==> config.mk <==
export PLATFORM = sky130hd
export DESIGN_NAME = gcd_lcm_unit
export DESIGN_NICKNAME = d
export VERILOG_FILES = /design/src/rtl/core/glu_pkg.sv /design/src/rtl/core/gcd_lcm_unit.sv /design/src/rtl/core/glu_front.sv /design/src/rtl/core/glu_queue.sv /design/src/rtl/core/glu_back.sv
export SDC_FILE = /design/constraint.sdc
export NUM_CORES = 2
export LEC_CHECK = 0
export ABC_AREA = 0
export BUFFER_PORTS_ARGS = -buffer_cell sky130_fd_sc_hd__buf_2
export CAP_MARGIN = 20
export CORE_UTILIZATION = 59
export CTS_CLUSTER_SIZE = 25
export DETAILED_ROUTE_END_ITERATION = 8
export HOLD_SLACK_MARGIN = 0.06
export PLACE_DENSITY_LB_ADDON = 0.08
export SYNTH_ARGS = -nofsm -noshare
export SYNTH_HDL_FRONTEND = slang
export SYNTH_SLANG_ARGS = --single-unit
export TNS_END_PERCENT = 10
==> constraint.sdc <==
create_clock -name clk -period 7.6 [get_ports clk]
set_input_delay 0.38 -clock clk [delete_from_list [all_inputs] [get_ports clk]]
set_output_delay 0.38 -clock clk [all_outputs]
set_load 0.02 [all_outputs]
==> src/rtl/core/glu_pkg.sv <==
// ---------------------------------------------------------------------------
// glu_pkg : shared types and constants of the GCD / LCM unit
// Operand width, queue depth, the queued item and the back-end states.
// ---------------------------------------------------------------------------
`default_nettype none

package glu_pkg;

	// operand width actually used; bits above it are ignored
	localparam int WIDTH = 32;

	// fixed field widths of the stream payload
	localparam int IN_FIELD_W = 32;
	localparam int GCD_OUT_W  = 32;
	localparam int LCM_OUT_W  = 64;
	localparam int S_DATA_W   = 2 * IN_FIELD_W;
	localparam int M_DATA_W   = GCD_OUT_W + LCM_OUT_W;

	// derived internal widths
	localparam int PROD_W = 2 * WIDTH;
	localparam int K_W    = $clog2(WIDTH);
	localparam int CNT_W  = $clog2(WIDTH + 1);

	// front-to-back queue
	localparam int QDEPTH = 2;
	localparam int QPTR_W = (QDEPTH > 1) ? $clog2(QDEPTH) : 1;
	localparam int QCNT_W = $clog2(QDEPTH + 1);

	typedef struct packed {
		logic [WIDTH-1:0] a;
		logic [WIDTH-1:0] b;
		logic             zero_err;
	} glu_item_t;

	typedef enum logic [2:0] {
		BK_IDLE,
		BK_GCD,
		BK_DIV,
		BK_MUL,
		BK_DONE
	} glu_bk_state_t;

endpackage

`default_nettype wire

==> src/rtl/core/gcd_lcm_unit.sv <==
// Path: the input stage, the queue, a load into the engine, the binary-GCD steps,
//   the restoring division steps, the multiply and the output register; a zero
//   operand goes from the load straight to the output register.
// Throughput: one item per back-end run, set by the GCD loop and the divider.
// Reset: arst_n clears all control state at once; no clearing pass is needed.
// ---------------------------------------------------------------------------
// gcd_lcm_unit : GCD and LCM of two unsigned integers
// Front stage classifies beats, a short queue decouples it from the engine.
// ---------------------------------------------------------------------------
`default_nettype none

module gcd_lcm_unit (
	input  wire logic                         clk,
	input  wire logic                         arst_n,
	// input beat
	input  wire logic                         s_axis_tvalid,
	output logic                              s_axis_tready,
	input  wire logic [glu_pkg::S_DATA_W-1:0] s_axis_tdata,  // operand_a, operand_b
	// result beat
	output logic                              m_axis_tvalid,
	input  wire logic                         m_axis_tready,
	output logic [glu_pkg::M_DATA_W-1:0]      m_axis_tdata,  // gcd_value, lcm_value
	output logic [0:0]                        m_axis_tuser   // zero_operand_error
);

	logic               f_valid;
	logic               f_ready;
	glu_pkg::glu_item_t f_item;
	logic               q_valid;
	logic               q_ready;
	glu_pkg::glu_item_t q_item;

	logic [glu_pkg::GCD_OUT_W-1:0] gcd_v;
	logic [glu_pkg::LCM_OUT_W-1:0] lcm_v;
	logic                          err_v;

	// front: mask to WIDTH, flag zero operands
	glu_front u_front (
		.clk        (clk),
		.arst_n     (arst_n),
		.in_valid   (s_axis_tvalid),
		.in_ready   (s_axis_tready),
		.in_a       (s_axis_tdata[glu_pkg::IN_FIELD_W-1:0]),
		.in_b       (s_axis_tdata[glu_pkg::S_DATA_W-1:glu_pkg::IN_FIELD_W]),
		.item_valid (f_valid),
		.item_ready (f_ready),
		.item       (f_item)
	);

	// lets the front keep taking beats while the engine grinds
	glu_queue u_queue (
		.clk        (clk),
		.arst_n     (arst_n),
		.push_valid (f_valid),
		.push_ready (f_ready),
		.push_item  (f_item),
		.pop_valid  (q_valid),
		.pop_ready  (q_ready),
		.pop_item   (q_item)
	);

	// back: GCD loop, divider, multiplier, output register
	glu_back u_back (
		.clk        (clk),
		.arst_n     (arst_n),
		.item_valid (q_valid),
		.item_ready (q_ready),
		.item       (q_item),
		.out_valid  (m_axis_tvalid),
		.out_ready  (m_axis_tready),
		.out_gcd    (gcd_v),
		.out_lcm    (lcm_v),
		.out_err    (err_v)
	);

	assign m_axis_tdata = {lcm_v, gcd_v};
	assign m_axis_tuser = err_v;

endmodule

`default_nettype wire

==> src/rtl/core/glu_front.sv <==
// ---------------------------------------------------------------------------
// glu_front : input stage
// Takes operand beats, masks them to WIDTH and flags a zero operand.
// ---------------------------------------------------------------------------
`default_nettype none

module glu_front (
	input  wire logic                           clk,
	input  wire logic                           arst_n,
	input  wire logic                           in_valid,
	output logic                                in_ready,
	input  wire logic [glu_pkg::IN_FIELD_W-1:0] in_a,
	input  wire logic [glu_pkg::IN_FIELD_W-1:0] in_b,
	output logic                                item_valid,
	input  wire logic                           item_ready,
	output glu_pkg::glu_item_t                  item
);

	logic               valid_s1;
	glu_pkg::glu_item_t item_s1;
	logic [glu_pkg::WIDTH-1:0] a_m;
	logic [glu_pkg::WIDTH-1:0] b_m;

	assign a_m = in_a[glu_pkg::WIDTH-1:0];
	assign b_m = in_b[glu_pkg::WIDTH-1:0];

	assign in_ready   = !valid_s1 || item_ready;
	assign item_valid = valid_s1;
	assign item       = item_s1;

	always_ff @(posedge clk or negedge arst_n) begin
		if (!arst_n) begin
			valid_s1 <= 1'b0;
		end else if (in_ready) begin
			valid_s1 <= in_valid;
		end
	end

	always_ff @(posedge clk) begin
		if (in_valid && in_ready) begin
			item_s1.a        <= a_m;
			item_s1.b        <= b_m;
			item_s1.zero_err <= (a_m == '0) || (b_m == '0);
		end
	end

endmodule

`default_nettype wire

==> src/rtl/core/glu_queue.sv <==
// ---------------------------------------------------------------------------
// glu_queue : short queue between front and back
// Small register FIFO of classified items.
// ---------------------------------------------------------------------------
`default_nettype none

module glu_queue (
	input  wire logic         clk,
	input  wire logic         arst_n,
	input  wire logic         push_valid,
	output logic              push_ready,
	input  wire glu_pkg::glu_item_t push_item,
	output logic              pop_valid,
	input  wire logic         pop_ready,
	output glu_pkg::glu_item_t pop_item
);

	glu_pkg::glu_item_t              mem_q [glu_pkg::QDEPTH];
	logic [glu_pkg::QPTR_W-1:0]      wr_ptr_q;
	logic [glu_pkg::QPTR_W-1:0]      rd_ptr_q;
	logic [glu_pkg::QCNT_W-1:0]      cnt_q;
	logic                            push;
	logic                            pop;

	assign push_ready = (cnt_q != glu_pkg::QCNT_W'(glu_pkg::QDEPTH));
	assign pop_valid  = (cnt_q != '0);
	assign pop_item   = mem_q[rd_ptr_q];
	assign push       = push_valid && push_ready;
	assign pop        = pop_valid && pop_ready;

	always_ff @(posedge clk or negedge arst_n) begin
		if (!arst_n) begin
			wr_ptr_q <= '0;
			rd_ptr_q <= '0;
			cnt_q    <= '0;
		end else begin
			if (push) begin
				wr_ptr_q <= (wr_ptr_q == glu_pkg::QPTR_W'(glu_pkg::QDEPTH - 1)) ?
				            '0 : wr_ptr_q + 1'b1;
			end
			if (pop) begin
				rd_ptr_q <= (rd_ptr_q == glu_pkg::QPTR_W'(glu_pkg::QDEPTH - 1)) ?
				            '0 : rd_ptr_q + 1'b1;
			end
			if (push && !pop) begin
				cnt_q <= cnt_q + 1'b1;
			end else if (pop && !push) begin
				cnt_q <= cnt_q - 1'b1;
			end
		end
	end

	always_ff @(posedge clk) begin
		if (push) begin
			mem_q[wr_ptr_q] <= push_item;
		end
	end

endmodule

`default_nettype wire

==> src/rtl/core/glu_back.sv <==
// ---------------------------------------------------------------------------
// glu_back : execution engine
// Binary GCD, restoring division a/g, one multiply, output register.
// ---------------------------------------------------------------------------
`default_nettype none

module glu_back (
	input  wire logic                          clk,
	input  wire logic                          arst_n,
	input  wire logic                          item_valid,
	output logic                               item_ready,
	input  wire glu_pkg::glu_item_t            item,
	output logic                               out_valid,
	input  wire logic                          out_ready,
	output logic [glu_pkg::GCD_OUT_W-1:0]      out_gcd,
	output logic [glu_pkg::LCM_OUT_W-1:0]      out_lcm,
	output logic                               out_err
);

	localparam int W = glu_pkg::WIDTH;

	glu_pkg::glu_bk_state_t state_q, state_d;

	// control strobes
	logic load;
	logic gcd_done;
	logic div_last;
	logic out_load;

	// datapath
	logic [W-1:0]              a_orig_q;
	logic [W-1:0]              b_orig_q;
	logic [W-1:0]              ga_q;
	logic [W-1:0]              gb_q;
	logic [glu_pkg::K_W-1:0]   k_q;
	logic                      err_q;
	logic [W-1:0]              g_q;
	logic [W-1:0]              div_q;
	logic [W-1:0]              rem_q;
	logic [glu_pkg::CNT_W-1:0] cnt_q;
	logic [glu_pkg::PROD_W-1:0] prod_q;
	logic [W:0]                rem_shift;
	logic                      rem_ge;
	logic [glu_pkg::PROD_W-1:0] prod_w;

	logic                           out_valid_q;
	logic [glu_pkg::GCD_OUT_W-1:0]  out_gcd_q;
	logic [glu_pkg::LCM_OUT_W-1:0]  out_lcm_q;
	logic                           out_err_q;

	assign rem_shift = {rem_q, div_q[W-1]};
	assign rem_ge    = (rem_shift >= {1'b0, g_q});
	assign prod_w    = glu_pkg::PROD_W'(div_q) * glu_pkg::PROD_W'(b_orig_q);

	// strobes
	always_comb begin
		load     = 1'b0;
		gcd_done = 1'b0;
		div_last = 1'b0;
		out_load = 1'b0;
		case (state_q)
			glu_pkg::BK_IDLE: load     = item_valid;
			glu_pkg::BK_GCD:  gcd_done = (ga_q == gb_q);
			glu_pkg::BK_DIV:  div_last = (cnt_q == glu_pkg::CNT_W'(1));
			glu_pkg::BK_DONE: out_load = !out_valid_q || out_ready;
			default: ;
		endcase
	end

	assign item_ready = load;

	// next state
	always_comb begin
		state_d = state_q;
		case (state_q)
			glu_pkg::BK_IDLE: if (load) begin
				state_d = item.zero_err ? glu_pkg::BK_DONE : glu_pkg::BK_GCD;
			end
			glu_pkg::BK_GCD:  if (gcd_done) state_d = glu_pkg::BK_DIV;
			glu_pkg::BK_DIV:  if (div_last) state_d = glu_pkg::BK_MUL;
			glu_pkg::BK_MUL:  state_d = glu_pkg::BK_DONE;
			glu_pkg::BK_DONE: if (out_load) state_d = glu_pkg::BK_IDLE;
			default:          state_d = glu_pkg::BK_IDLE;
		endcase
	end

	always_ff @(posedge clk or negedge arst_n) begin
		if (!arst_n) begin
			state_q     <= glu_pkg::BK_IDLE;
			out_valid_q <= 1'b0;
		end else begin
			state_q <= state_d;
			if (out_load) begin
				out_valid_q <= 1'b1;
			end else if (out_ready) begin
				out_valid_q <= 1'b0;
			end
		end
	end

	always_ff @(posedge clk) begin
		if (load) begin
			a_orig_q <= item.a;
			b_orig_q <= item.b;
			ga_q     <= item.a;
			gb_q     <= item.b;
			k_q      <= '0;
			err_q    <= item.zero_err;
		end
		if (state_q == glu_pkg::BK_GCD) begin
			if (gcd_done) begin
				g_q   <= ga_q << k_q;
				div_q <= a_orig_q;
				rem_q <= '0;
				cnt_q <= glu_pkg::CNT_W'(W);
			end else if (!ga_q[0] && !gb_q[0]) begin
				ga_q <= ga_q >> 1;
				gb_q <= gb_q >> 1;
				k_q  <= k_q + 1'b1;
			end else if (!ga_q[0]) begin
				ga_q <= ga_q >> 1;
			end else if (!gb_q[0]) begin
				gb_q <= gb_q >> 1;
			end else if (ga_q > gb_q) begin
				// odd minus odd is even, so the halving is exact
				ga_q <= (ga_q - gb_q) >> 1;
			end else begin
				gb_q <= (gb_q - ga_q) >> 1;
			end
		end
		if (state_q == glu_pkg::BK_DIV) begin
			// quotient bits shift in behind the dividend
			rem_q <= rem_ge ? W'(rem_shift - {1'b0, g_q}) : rem_shift[W-1:0];
			div_q <= {div_q[W-2:0], rem_ge};
			cnt_q <= cnt_q - 1'b1;
		end
		if (state_q == glu_pkg::BK_MUL) begin
			prod_q <= prod_w;
		end
		if (out_load) begin
			out_err_q <= err_q;
			out_gcd_q <= err_q ? '0 : glu_pkg::GCD_OUT_W'(g_q);
			out_lcm_q <= err_q ? '0 : glu_pkg::LCM_OUT_W'(prod_q);
		end
	end

	assign out_valid = out_valid_q;
	assign out_gcd   = out_gcd_q;
	assign out_lcm   = out_lcm_q;
	assign out_err   = out_err_q;

endmodule

`default_nettype wire

Yosys cells after proc, flatten, opt, wreduce, memory -nomap -nowiden
Memory sizes are Yosys's and may differ from the RTL's.
Cells that the tools add are included.
- add/sub/neg operators: 9
- multiply operators: 1
- magnitude comparators: 2
- equal/unequal tests: 11
- shift-type cells: 1
- muxes and demuxes: 46
- reductions and logical operators: 26
- operators by type and width (cell ; count):
    $mux 32 ; 21
    $sub 32x32->32 ; 3
    $logic_not 32->1 ; 2
    $mul 32x32->64 ; 1
    $ge 33x32->1 ; 1
    $eq 32x32->1 ; 1
    $gt 32x32->1 ; 1
    $shl 32x5->32 ; 1
    $mux 5 ; 4
    $mux 6 ; 3
    $mux 3 ; 5
    $pmux 3 s5 ; 1
    $mux 1 ; 10
    $reduce_bool 2->1 ; 5
    $eq 3x2->1 const B ; 2
    $eq 6x1->1 const B ; 1
    $logic_and 1x1->1 ; 6
    $logic_not 1->1 ; 6
    $ne 2x1->1 const B ; 3
    $sub 6x1->6 const B ; 1
    $add 5x1->5 const B ; 1
    $mux 2 ; 2
    $ne 2x2->1 const B ; 2
    $reduce_and 2->1 ; 2
    other kinds (8) ; 11
- register bits: 471
- bits in writable memories: 130
- bits of input ports: 68
- output and inout port bits: 99
- logic and storage cells: 120
- memories kept: 1
- memory list (memory ; words ; width ; rd ports ; clocked after memory_dff ; write ports ; line ; RTL):
    u_queue.mem_q ; 2 ; 65 ; 1 ; 0 ; 1 ; glu_queue.sv:18 ; glu_pkg::glu_item_t mem_q [glu_pkg::QDEPTH];

Longest topological paths before layout
- depth after elaboration: 9
- mapped depth: 27
- mapped depth without buffers: 25

Modules after synthesis
A second synthesis with hierarchy kept.
- cell total of the unflattened synthesis: 6174
- area total of the unflattened synthesis: 62466.2 µm²
- modules (own cells, without submodules) (module ; instances ; cells an instance ; area each (µm²) ; seq. area each (µm²)):
    glu_back ; 1 ; 5864 ; 55286.8 ; 11330.9
    glu_queue ; 1 ; 220 ; 5046.1 ; 4003.8
    glu_front ; 1 ; 90 ; 2133.3 ; 1976.9

Worst setup path after synthesis
No wires, ideal clock.
- path type: reg2reg
- start point: register u_back.div_q[24]
- end point: register u_back.prod_q[63] in the netlist's numbering, data pin
- setup time: 0.262 ns
- data arrival time: 7.113 ns
- required time: 7.338 ns
- setup slack: 0.225 ns
- stages on the path, launching flop included: 25
- buffers on the path: 1
- period minus slack after synthesis: 7.375 ns
- path through: edfxtp_1 clkbuf_1 and2_1 fa_1 fa_1 inv_1 fa_1 fa_1 inv_1 fa_1 fa_1 fa_1 inv_1 fa_1 inv_1 ha_1 a21oi_1 o21ai_0 a311oi_1 a21boi_0 a2111o_1 a41o_1 a311o_2 a221oi_2 xnor2_1
- cells in the longest elaborated chain, start to end: 1
- RTL lines (element ; line ; RTL):
    start, declared ; glu_back.sv:38 ; logic [W-1:0] div_q;
    start signal, assigned ; glu_back.sv:113 ; div_q <= a_orig_q;
    start signal, assigned ; glu_back.sv:134 ; div_q <= {div_q[W-2:0], rem_ge};
    $mul 32x32->64 ; glu_back.sv:53 ; assign prod_w = glu_pkg::PROD_W'(div_q) * glu_pkg::PROD_W'(b_orig_q);
    net u_back.prod_w, one bit ; glu_back.sv:44 ; logic [glu_pkg::PROD_W-1:0] prod_w;
    end signal, assigned ; glu_back.sv:138 ; prod_q <= prod_w;
    end, declared ; glu_back.sv:41 ; logic [glu_pkg::PROD_W-1:0] prod_q;
The timed path passes the listed nets, and every way through them passes these cells.
A chain may end at the register's enable or synchronous reset.

Final worst setup path
- start point: register u_back.div_q[28]
- end point: register u_back.prod_q[63] in the netlist's numbering, data pin
Same word-level chain as after synthesis.

==> metrics.md <==
| Metric | Value |
|---|---|
| Global route total overflow | 0 |
| Max Clk Rate | between 100 and 150 MHz |
| Die Area | 107000 µm² |
| Max cap viols | 0 |
| Routed WL | about 180000 µm |
| CP Launch Type | register |
| GRT Util Overall | approximately a third |
| Inserted Clock Buffers | 70 |
| Critical path class | register to register |
| Initial core utilization | about three fifths |
| Mean Syn Cell Area | 10.1 µm² |
| Synthesized Nets | ~7500 |
| Post-synthesis mux area share | approximately 2.7% |
| Row cnt | approximately 120 |
| Clock transition at path regs | 0.06 ns |
| Max Root-Sink Buffers | 3 |
| Seq cells post-synth | approximately 600 |
| Worst-Skew Late Latency | 0.66 ns |
| Yosys top cell by area | fa_1 |
| Worst Setup End Kind | register |
| CP max FO | 14 |
| Xor/xnor cell area share of the yosys netlist | a little under 2% |
| Synth Area in Simple Gates | around 15% |
| Filler instances | approximately 8200 |
| Core Footprint | roughly 110000 µm² |
| Compound-gate portion of the synthesized area | a little over 8% |
| Post-Route Hold Slack | 0.130 ns |
| Routability cong. | between 0.9 and 1 |
| Largest net degree at the start of global routing | 80 |
| Vias in the first global route | between 40000 and 50000 |
| Slew Limit Fails | 0 |
| Final hold vios | 0 |
| Clock Skew | around 0.046 ns |
| Hold Crit Class | primary input to asynchronous set/reset pin |
| Primary FF master, synth | edfxtp_1 |
| # IOs | about 170 |
| PortBufs | roughly 170 |
| Commonest cells post-synth | inv_1 (991), fa_1 (899), nand2_1 (735) |
| Via count | ~46000 |
| Post-synth cell types | 95 |
| Final Cycle Share | 100% |
| CP arrival | 8.01 ns |
| Global-route wire length before repair | around 280000 µm |
| Leading cell type by number of instances after synthesis | inv_1 |
| Post-route minimum period | 7.61 ns |
| Area of the mapped netlist | around 63000 µm² |
| Final worst setup slack | -0.0134 ns |
| Ys async rst share | around 1.5% |
| Dpl hpwl | around 140000 µm |
| Clock sinks | ~600 |
| Sequential share of the synthesized area | between 20% and 30% |
| EDFF count, synth | 523 |
| Die H | 328 µm |
| DRT Pass-1 Iters | 6 |
| Required time of the worst setup path | 8.00 ns |
| Nets | 7916 |
| Cells after Synth | around 6200 |
| R2R setup slack | -0.01 ns |
| CTS HTree Levels | 3 |
| Status | complete, but fails checks |
| Drt via density | 5.76 |
| Top cell type's share of synthesized area | ~29% |
| Clock root cell | clkbuf_16 |
| Share of layout cells above drive strength 1 | 13.5% |
| Main combinational cell family by area after synthesis | adder cells |
| Post-synthesis adder-cell area fraction | between 30% and 40% |
| Layout area overhead | 13.8% |
| Setup violators final | 1 |
| Drt initial violations | between 4000 and 5000 |
| Worst Tran Pin Value | roughly 1.1 ns |
| RSZ-0062 raised after global routing | true |
| Horiz. Die Dim | ~330 µm |
| DRC errors left | 0 |
| Antenna violations before repair | 3 |
| DR WL/cell | 22.4 µm |
| Slew HR | around a quarter |
| Failing checks | negative setup slack |
| CTS tree | done |
| Synth warn | 0 |
| Largest cells by area after synthesis | fa_1 (29%), edfxtp_1 (25%), ha_1 (7.3%) |
| Antenna-violating nets left | 0 |
-- logic make-up after synthesis --
group | count (synthesis)
AO/OA/AOI/OAI | 806
XOR/XNOR | 139
adder cells (fa/ha/maj) | 1262
buffers and inverters | 1331
flip-flops | 601
multiplexers | 146
AND/OR/NAND/NOR | 1924
-- critical path, stage by stage, from the launching register on --
cell and delay [ns]:
edfxtp_1 0.43, buf_4 0.20, buf_4 0.16, buf_12 0.13, buf_4 0.18, and2_1 0.19
fa_1 0.48, fa_1 0.56, inv_1 0.06, fa_1 0.49, fa_1 0.55, inv_1 0.05
fa_1 0.50, fa_1 0.46, fa_2 0.64, ha_1 0.26, ha_1 0.34, a21oi_2 0.15
o21ai_2 0.07, a2111o_1 0.40, a41o_4 0.31, a311o_2 0.44, a221oi_2 0.25, xnor2_1 0.08
-- through the flow --
step,setup slack [ns],TNS [ns],instance area [µm²],instances,utilization (%)
after floorplan,0.225,0,62600,6209,-
after global routing,-0.197,-1.70,71200,8029,67.6
after global placement,-0.266,-1.28,67300,7815,64.0
after CTS,-0.0614,-0.135,70700,8014,67.1
final,-0.0134,-0.0134,71200,8030,67.6
after detailed placement,-0.333,-2.18,67300,7815,64.0
-- sequential cells by signal, summed over array words and instances (netlist names), 64 cells and up --
signal,count
u_front.item,65
u_back.out_lcm,64
u_back.prod_q,64
u_queue.mem_q,130
-- layout by cell type (no fill, tap or decap), types with 69 or more instances in the layout --
cell type and n:
a21o_1 77, a21oi_1 253, and2_1 633, buf_2 166, buf_4 336, clkbuf_16 73, edfxtp_1 523, fa_1 871
ha_1 348, inv_1 983, mux2i_1 69, nand2_1 733, nor2_1 211, nor2b_1 86, o21ai_0 137, xnor2_1 92
-- worst paths after layout --
path / start / to / cells past startpoint
worst max-delay path: u_back.div_q[28] / u_back.prod_q[63] / 23
worst min-delay path: arst_n / u_front.item_valid / 2
worst max register to register: u_back.div_q[28] / u_back.prod_q[63] / 23
worst min register to register: u_front.item[33] / u_queue.mem_q[1][33] / 0
max in group asynchronous: arst_n / u_queue.rd_ptr_q / 2
min in group clk: u_front.item[33] / u_queue.mem_q[1][33] / 0
-- what timing repair did --
action	4_1_cts	5_1_grt
endpoints found under the hold margin	75	0
buffers inserted	7	13
cloned	1	2
endpoints found under the setup margin	15	30
resized for setup	57	88
hold buffers	67	0
pin swaps	27	55
-- area by class of cell --
cell class	instances	area [µm²]	share of cell area, %
clock buffer	87	1890	2.65
tap	1391	1740	2.44
timing repair buffer	643	5300	7.45
multi-input combinational	4277	40700	57.2
inverter	993	3730	5.24
clock inverter	37	500	0.703
sequential	601	17300	24.3
antenna	1	2.50	0.00352
-- per-layer routing --
metal / vias up / share of wire, % / GRT usage, %
li1: 20691 / - / -
met1: 23337 / 43 / 48.5
met2: 1878 / 45 / 51.8
met3: 338 / 8.5 / 6.23
met4: 0 / 3.7 / 11.5
met5: - / 0 / 0
Power is not shown: default switching activity piles up to over one toggle a cycle in this logic, so the estimate is an artifact.
